[config.mk]
export PLATFORM = sky130hd
export DESIGN_NAME = byte_accumulator_cpu_step
export DESIGN_NICKNAME = d
export VERILOG_FILES = /design/src/rtl/bacc_pkg.sv /design/src/rtl/bacc_alu.sv /design/src/rtl/bacc_mem.sv /design/src/rtl/byte_accumulator_cpu_step.sv
export SDC_FILE = /design/constraint.sdc
export NUM_CORES = 2
export LEC_CHECK = 0
export BUFFER_PORTS_ARGS = -buffer_cell sky130_fd_sc_hd__buf_4
export CAP_MARGIN = 5
export CORE_MARGIN = 4
export CORE_UTILIZATION = 25
export DETAILED_ROUTE_END_ITERATION = 6
export PLACE_DENSITY = 0.47
export RECOVER_POWER = 100
export SLEW_MARGIN = 20
export SYNTH_ARGS = -nofsm -noshare
export SYNTH_HDL_FRONTEND = slang
export SYNTH_SLANG_ARGS = --single-unit
[constraint.sdc]
create_clock -name clk -period 43.3 [get_ports clk]
set_input_delay 12.99 -clock clk [delete_from_list [all_inputs] [get_ports clk]]
set_output_delay 12.99 -clock clk [all_outputs]
set_load 0.01 [all_outputs]
[src/rtl/bacc_pkg.sv]
`timescale 1ns / 1ps

package bacc_pkg;

  // Request operations.
  localparam logic [1:0] OP_STEP  = 2'd0;
  localparam logic [1:0] OP_WRITE = 2'd1;
  localparam logic [1:0] OP_RESET = 2'd2;

  // Fixed memory locations and counter limits.
  localparam logic [7:0] BASE_ADDRESS     = 8'd2;
  localparam logic [7:0] ADDRESS_CEILING  = 8'd253;
  localparam logic [7:0] JUMP_ADDRESS     = 8'd1;
  localparam logic [7:0] RESERVED_ADDRESS = 8'd0;

  // Instruction opcodes.
  localparam logic [7:0] OPC_HALT   = 8'd0;
  localparam logic [7:0] OPC_LOAD0  = 8'd1;
  localparam logic [7:0] OPC_LOAD1  = 8'd2;
  localparam logic [7:0] OPC_ADD    = 8'd3;
  localparam logic [7:0] OPC_SUB    = 8'd4;
  localparam logic [7:0] OPC_MUL    = 8'd5;
  localparam logic [7:0] OPC_DIV    = 8'd6;
  localparam logic [7:0] OPC_BEEP   = 8'd7;
  localparam logic [7:0] OPC_STORE  = 8'd8;
  localparam logic [7:0] OPC_PRINT  = 8'd9;
  localparam logic [7:0] OPC_CLR0   = 8'd10;
  localparam logic [7:0] OPC_CLR1   = 8'd11;
  localparam logic [7:0] OPC_JMP    = 8'd12;
  localparam logic [7:0] OPC_JEQ    = 8'd13;
  localparam logic [7:0] OPC_JNE    = 8'd14;

  // Shared arithmetic unit operations.
  localparam logic [1:0] ALU_ADD     = 2'd0;
  localparam logic [1:0] ALU_SUB     = 2'd1;
  localparam logic [1:0] ALU_MUL     = 2'd2;
  localparam logic [1:0] ALU_DIVSTEP = 2'd3;

  typedef struct packed {
    logic [1:0] op;
    logic [7:0] address;
    logic [7:0] data;
  } req_t;

  typedef struct packed {
    logic       printed;
    logic [7:0] print_value;
    logic       beeped;
    logic       halted;
    logic [7:0] counter_now;
    logic [7:0] accumulator;
  } rsp_t;

  typedef struct packed {
    logic [1:0] op;
    logic [8:0] a;
    logic [7:0] b;
  } alu_req_t;

  typedef struct packed {
    logic [7:0] value;
    logic       flag;
  } alu_rsp_t;

endpackage

[src/rtl/bacc_alu.sv]
`timescale 1ns / 1ps

module bacc_alu (
  input  bacc_pkg::alu_req_t cmd,
  output bacc_pkg::alu_rsp_t res
);

  always_comb begin
    logic [8:0]  sum;
    logic [15:0] prod;
    logic        ge;
    logic [8:0]  diff;
    sum  = {1'b0, cmd.a[7:0]} + {1'b0, cmd.b};
    prod = {8'd0, cmd.a[7:0]} * {8'd0, cmd.b};
    ge   = cmd.a >= {1'b0, cmd.b};
    diff = cmd.a - {1'b0, cmd.b};
    res.flag = 1'b0;
    case (cmd.op)
      bacc_pkg::ALU_ADD: begin
        // A carry out means the wrapped sum fell below the old value.
        res.value = sum[8] ? 8'd0 : sum[7:0];
      end
      bacc_pkg::ALU_SUB: begin
        res.value = (cmd.a[7:0] >= cmd.b) ? diff[7:0] : 8'd0;
      end
      bacc_pkg::ALU_MUL: begin
        res.value = ((cmd.a[7:0] > prod[7:0]) && (cmd.b != 8'd0)) ? 8'd0 : prod[7:0];
      end
      bacc_pkg::ALU_DIVSTEP: begin
        // One restoring division step on the shifted partial remainder.
        res.value = ge ? diff[7:0] : cmd.a[7:0];
        res.flag  = ge;
      end
      default: begin
        res.value = 8'd0;
      end
    endcase
  end

endmodule

[src/rtl/bacc_mem.sv]
`timescale 1ns / 1ps

module bacc_mem (
  input  logic       clk,
  input  logic       rst,
  input  logic       wr_en,
  input  logic [7:0] wr_addr,
  input  logic [7:0] wr_data,
  input  logic [7:0] rd_addr,
  output logic [7:0] rd_data
);

  logic [7:0] mem [256];
  logic [255:0] written;
  logic [7:0] mem_q;
  logic       written_q;

  always_ff @(posedge clk) begin
    if (wr_en) begin
      mem[wr_addr] <= wr_data;
    end
    mem_q <= mem[rd_addr];
  end

  // A location that has never been written reads as zero.
  always_ff @(posedge clk) begin
    if (rst) begin
      written   <= '0;
      written_q <= 1'b0;
    end else begin
      if (wr_en) begin
        written[wr_addr] <= 1'b1;
      end
      written_q <= written[rd_addr];
    end
  end

  assign rd_data = written_q ? mem_q : 8'd0;

endmodule

[src/rtl/byte_accumulator_cpu_step.sv]
`timescale 1ns / 1ps

// Channel   Direction  Payload               Handshake
// request   in         bacc_pkg::req_t       req_valid / req_stall
// result    out        bacc_pkg::rsp_t       rsp_valid / rsp_stall
//
// A memory write, control reset or idle request goes from idle to write-back, and
// so does a step while halted. A step runs fetch, execute and write-back, skipping
// execute when its fetch passes the ceiling; an operand read adds an operand state,
// a printed byte also a load state, a division eight restoring steps on one ALU.
// Reset clears the state, counter, r0, r1, flags and the written marks of the memory.
// Requests are stalled while a request is in progress; a finished result sits in
// the output register, and only the final write-back waits on result stalls.
module byte_accumulator_cpu_step (
  input  logic            clk,
  input  logic            rst,
  input  logic            req_valid,
  output logic            req_stall,
  input  bacc_pkg::req_t  req,
  output logic            rsp_valid,
  input  logic            rsp_stall,
  output bacc_pkg::rsp_t  rsp
);

  localparam logic [2:0] S_IDLE   = 3'd0;
  localparam logic [2:0] S_FETCH  = 3'd1;
  localparam logic [2:0] S_EXEC   = 3'd2;
  localparam logic [2:0] S_OPND   = 3'd3;
  localparam logic [2:0] S_LOAD   = 3'd4;
  localparam logic [2:0] S_DIV    = 3'd5;
  localparam logic [2:0] S_FINISH = 3'd6;

  logic [2:0] state;
  logic [7:0] pc;
  logic [7:0] r0;
  logic [7:0] r1;
  logic       halt;
  logic [7:0] opc;
  logic       printed;
  logic [7:0] print_value;
  logic       beeped;
  logic [7:0] div_rem;
  logic [7:0] div_quo;
  logic [2:0] div_cnt;

  logic       accept;
  logic       wr_en;
  logic [7:0] wr_addr;
  logic [7:0] wr_data;
  logic [7:0] rd_addr;
  logic [7:0] rd_data;
  logic [7:0] pc_inc;
  logic       take_jump;
  logic       rsp_load;

  bacc_pkg::alu_req_t alu_cmd;
  bacc_pkg::alu_rsp_t alu_res;

  assign req_stall = (state != S_IDLE);
  assign accept    = req_valid && !req_stall;
  assign pc_inc    = pc + 8'd1;
  assign take_jump = (opc == bacc_pkg::OPC_JEQ) ? (r0 == r1) : (r0 != r1);
  assign rsp_load  = (state == S_FINISH) && (!rsp_valid || !rsp_stall);

  bacc_mem u_mem (
    .clk     (clk),
    .rst     (rst),
    .wr_en   (wr_en),
    .wr_addr (wr_addr),
    .wr_data (wr_data),
    .rd_addr (rd_addr),
    .rd_data (rd_data)
  );

  bacc_alu u_alu (
    .cmd (alu_cmd),
    .res (alu_res)
  );

  always_comb begin
    wr_en   = 1'b0;
    wr_addr = req.address;
    wr_data = req.data;
    rd_addr = pc;
    alu_cmd.op = bacc_pkg::ALU_ADD;
    alu_cmd.a  = {1'b0, r0};
    alu_cmd.b  = r1;
    case (state)
      S_IDLE: begin
        wr_en = accept && (req.op == bacc_pkg::OP_WRITE);
      end
      S_FETCH: begin
        wr_en   = 1'b1;
        wr_addr = bacc_pkg::RESERVED_ADDRESS;
        wr_data = rd_data;
      end
      S_EXEC: begin
        case (opc)
          bacc_pkg::OPC_SUB: alu_cmd.op = bacc_pkg::ALU_SUB;
          bacc_pkg::OPC_MUL: alu_cmd.op = bacc_pkg::ALU_MUL;
          default:           alu_cmd.op = bacc_pkg::ALU_ADD;
        endcase
      end
      S_OPND: begin
        rd_addr = rd_data;
        if (opc == bacc_pkg::OPC_STORE) begin
          wr_en   = 1'b1;
          wr_addr = rd_data;
          wr_data = r0;
        end else if (opc == bacc_pkg::OPC_JMP || opc == bacc_pkg::OPC_JEQ ||
                     opc == bacc_pkg::OPC_JNE) begin
          wr_en   = 1'b1;
          wr_addr = bacc_pkg::JUMP_ADDRESS;
          wr_data = rd_data;
        end
      end
      S_DIV: begin
        alu_cmd.op = bacc_pkg::ALU_DIVSTEP;
        alu_cmd.a  = {div_rem, div_quo[7]};
      end
      default: begin
      end
    endcase
  end

  always_ff @(posedge clk) begin
    if (rst) begin
      state   <= S_IDLE;
      pc      <= bacc_pkg::BASE_ADDRESS;
      r0      <= 8'd0;
      r1      <= 8'd0;
      halt    <= 1'b0;
      printed <= 1'b0;
      beeped  <= 1'b0;
      div_cnt <= 3'd0;
    end else begin
      case (state)
        S_IDLE: begin
          if (accept) begin
            printed     <= 1'b0;
            print_value <= 8'd0;
            beeped      <= 1'b0;
            state       <= S_FINISH;
            if (req.op == bacc_pkg::OP_RESET) begin
              halt <= 1'b0;
              pc   <= bacc_pkg::BASE_ADDRESS;
            end else if (req.op == bacc_pkg::OP_STEP && !halt) begin
              state <= S_FETCH;
            end
          end
        end
        S_FETCH: begin
          opc <= rd_data;
          pc  <= pc_inc;
          if (pc_inc > bacc_pkg::ADDRESS_CEILING) begin
            halt  <= 1'b1;
            state <= S_FINISH;
          end else begin
            state <= S_EXEC;
          end
        end
        S_EXEC: begin
          state <= S_FINISH;
          case (opc)
            bacc_pkg::OPC_HALT: halt <= 1'b1;
            bacc_pkg::OPC_LOAD0, bacc_pkg::OPC_LOAD1, bacc_pkg::OPC_STORE,
            bacc_pkg::OPC_PRINT, bacc_pkg::OPC_JMP: begin
              pc    <= pc_inc;
              state <= S_OPND;
            end
            bacc_pkg::OPC_ADD, bacc_pkg::OPC_SUB, bacc_pkg::OPC_MUL: begin
              r0 <= alu_res.value;
            end
            bacc_pkg::OPC_DIV: begin
              if (r1 == 8'd0) begin
                r0 <= 8'd0;
              end else begin
                div_rem <= 8'd0;
                div_quo <= r0;
                div_cnt <= 3'd0;
                state   <= S_DIV;
              end
            end
            bacc_pkg::OPC_BEEP: beeped <= 1'b1;
            bacc_pkg::OPC_CLR0: r0 <= 8'd0;
            bacc_pkg::OPC_CLR1: r1 <= 8'd0;
            bacc_pkg::OPC_JEQ, bacc_pkg::OPC_JNE: begin
              pc <= pc_inc;
              if (take_jump) begin
                state <= S_OPND;
              end
            end
            default: halt <= 1'b1;
          endcase
        end
        S_OPND: begin
          state <= S_FINISH;
          case (opc)
            bacc_pkg::OPC_LOAD0: r0 <= rd_data;
            bacc_pkg::OPC_LOAD1, bacc_pkg::OPC_STORE: r1 <= rd_data;
            bacc_pkg::OPC_PRINT: begin
              r1    <= rd_data;
              state <= S_LOAD;
            end
            default: pc <= rd_data;
          endcase
        end
        S_LOAD: begin
          r0          <= rd_data;
          printed     <= 1'b1;
          print_value <= rd_data;
          state       <= S_FINISH;
        end
        S_DIV: begin
          div_rem <= alu_res.value;
          div_quo <= {div_quo[6:0], alu_res.flag};
          div_cnt <= div_cnt + 3'd1;
          if (div_cnt == 3'd7) begin
            r0    <= {div_quo[6:0], alu_res.flag};
            state <= S_FINISH;
          end
        end
        S_FINISH: begin
          if (rsp_load) begin
            state <= S_IDLE;
          end
        end
        default: begin
          state <= S_IDLE;
        end
      endcase
    end
  end

  always_ff @(posedge clk) begin
    if (rst) begin
      rsp_valid <= 1'b0;
    end else if (rsp_load) begin
      rsp_valid <= 1'b1;
    end else if (!rsp_stall) begin
      rsp_valid <= 1'b0;
    end
  end

  always_ff @(posedge clk) begin
    if (rsp_load) begin
      rsp.printed     <= printed;
      rsp.print_value <= print_value;
      rsp.beeped      <= beeped;
      rsp.halted      <= halt;
      rsp.counter_now <= pc;
      rsp.accumulator <= r0;
    end
  end

  // A fresh result only ever comes from the write-back state.
  a_rsp_from_finish: assert property (@(posedge clk) disable iff (rst)
    $rose(rsp_valid) |-> $past(state) == S_FINISH)
    else $error("result raised outside write-back");

  // The halt flag is only set by a fetch past the ceiling or by execution.
  a_halt_source: assert property (@(posedge clk) disable iff (rst)
    $rose(halt) |-> ($past(state) == S_FETCH) || ($past(state) == S_EXEC))
    else $error("halt set from an unexpected state");

  // Division runs exactly eight steps.
  a_div_length: assert property (@(posedge clk) disable iff (rst)
    (state == S_DIV) && (div_cnt == 3'd7) |=> state == S_FINISH)
    else $error("division did not finish after eight steps");

  // An accepted request always leaves the idle state.
  a_accept_busy: assert property (@(posedge clk) disable iff (rst)
    accept |=> state != S_IDLE)
    else $error("request accepted without starting work");

endmodule

==> results_dict.tcl <==
set metrics [dict create \
    vias 65600 \
    io-pin-count 51 \
    place.gp.congestion 0.893 \
    synth_area_um2 98200 \
    post-route-min-period_ns 23.91 \
    cts_resized 0 \
    fin_setup_tns_ns 0 \
    critPathArrivalTime_ns 24.15 \
    ys_warn_count 0 \
    powerDensity_nw_per_um2 53.8 \
    clock_sinks 2406 \
    die_area_um2 403000 \
    core_um2 390000 \
    ctsLongestPathBuffers 4 \
    antenna_found_initial 36 \
    synthFlopType "edfxtp_1" \
    grt_max_degree 145 \
    synth.distinct_cells 92 \
    skew_ns 0.0689 \
    dpl.hpwl_um 220000 \
    setup_viol 0 \
    path_class "input port to flop" \
    grt_pass1_wl_um 505000 \
    worstSetupStartpointType "input port" \
    syn_area_per_cell_um2 13.4 \
    critPathMaxFanout 144 \
    status "finished, violations left" \
    seq_area_frac_synth_pct 70.5 \
    fin_nets 7408 \
    first_global_vias 63400 \
    drv_cap 65 \
    post-route-drc-count 0 \
    viasPerCell 5.16 \
    violations "capacitance limit, slew limit" \
    die_w_um 635 \
    synth_nets 7393 \
    p_leak_uw 0.0373 \
    end_kind "flop" \
    area_delta_synth_final_pct 14.0 \
    tritoncts "done" \
    wl_per_cell_um 28.7 \
    postCtsSetupBuffers 0 \
    synth-edff-count 2107 \
    worstMarginPinSlew_ns 10.03 \
    final_cell_mix "edfxtp_1, nand2_1, nor2_1" \
    maxSlewHeadroom_pct -569 \
    fin_crit_sh_pct 55.2 \
    ir_worst_vdd_mv 0.0349 \
    clk-insertion-delay-late_ns 0.93 \
    first_iter_violations 8815 \
    async_flop_share_pct 0 \
    h-tree-depth 4 \
    clock-root-buffer "clkbuf_16" \
    rows 229 \
    layout_commonest_cell "edfxtp_1" \
    totalWireLength_um 366000 \
    synth_cells 7308 \
    grt_use_total_pct 17.5 \
    drv_slew 2903 \
    numPortBuffers 50 \
    grt_overflow 0 \
    hold_viol 0 \
    synth_seq_cells 2406 \
    dr.pass1.iters 5 \
    critPathRequiredTime_ns 43.54 \
    fp.dieH_um 635 \
    rsz0062_at_grt "no" \
    cts_hold_buf 0 \
    clkSlewWorstSetupHoldPaths_ns 0.06 \
    max_freq_mhz 41.8 \
    cts_buffers 241 \
    postRouteAntennaNets 0 \
    hold_class "flop to flop" \
    total_power_uw 6020 \
    initial_utilization_pct 25.2 \
    layout-drive-gt1-share_pct 9.02 \
]
-- power breakdown --
group          total, µW  internal, µW  switching (µW)
Sequential          2640          2610            25.6
Clock               2140          1230             912
Combinational       1250           325             920
-- critical path, stage by stage --
cell,delay [ns]
clkbuf_1,0.16
nand2_1,0.08
o21ai_0,1.36
clkbuf_1,6.98
clkbuf_1,2.52
-- worst paths after layout --
path                                       from                 to  slack [ns]  cells past startpoint
worst min-delay path             print_value[5]            rsp[23]        0.42                      0
worst min register to register   print_value[5]            rsp[23]        0.42                      0
worst max-delay path                     req[3]  u_mem.mem[130][3]       19.39                      5
worst max register to register  u_mem.written_q     u_mem.mem_q[0]       26.14                     14
-- state kept, by name, indices dropped and copies added, names as in the netlist --
signal / cells
rsp_valid: 1
printed: 1
div_quo: 8
halt: 1
beeped: 1
div_rem: 8
state: 3
u_mem.mem: 2048
r0: 8
u_mem.written: 256
u_mem.written_q: 1
opc: 8
print_value: 8
r1: 8
div_cnt: 3
rsp: 27
pc: 8
u_mem.mem_q: 8
-- per-stage QoR --
| stage | hold slack [ns] | instance area, µm² | instances | utilization, % | setup WS [ns] |
|---|---|---|---|---|---|
| floorplan | 0.400 | 98200 | 7308 | - | 23.34 |
| global placement | 0.422 | 105000 | 12300 | 26.8 | 27.05 |
| detailed placement | 0.411 | 105000 | 12300 | 26.8 | 27.00 |
| CTS | 0.422 | 113000 | 12700 | 28.8 | 27.89 |
| global route | 0.434 | 112000 | 12700 | 28.7 | 18.92 |
| finish | 0.416 | 112000 | 12700 | 28.7 | 19.39 |
-- routing by layer --
metal	track usage (%)	share of wire, %	vias up
met2	26.8	45	3699
met1	24.6	42	33700
li1	-	-	27600
met3	3.28	9.6	631
met5	0	0.013	-
met4	6.24	3.7	8
-- layout make-up --
class | count | area, µm²
clock buffers | 306 | 6560
fillers | 39700 | 278000
well taps | 5197 | 6500
diodes | 9 | 22.5
multi-input cells | 4362 | 26400
inverters | 75 | 282
flip-flops and latches | 2406 | 69300
repair buffers | 237 | 1580
clock inverters | 134 | 1360
-- Yosys cell counts, drive strengths merged, types with 44 or more instances --
master,number,area share (%)
a31oi,44,0.28
ha,49,0.62
mux2i,400,4.1
a21oi,626,3.2
a221oi,59,0.53
o21ai,153,0.78
o22ai,113,0.73
edfxtp,2107,64
inv,73,0.28
o221ai,76,0.68
nor2,736,2.8
clkbuf,151,0.58
nand3,224,1.1
nor3,82,0.43
nand2,1102,4.2
nor4,68,0.45
buf,314,2.0
nand4,46,0.29
dfxtp,299,6.1
mux4,88,2.0
-- kinds of logic after synthesis --
kind of cell	Yosys count	share of synthesized area, %
DFF	2406	70.5
AOI/OAI and AO/OA	1373	8.81
adders and majority gates	63	0.910
buffers and inverters	540	2.84
xor gates and xnor gates	35	0.312
and+or+nand+nor	2382	10.2
muxes	509	6.39
No activity file was read; power rests on OpenSTA's default activity.
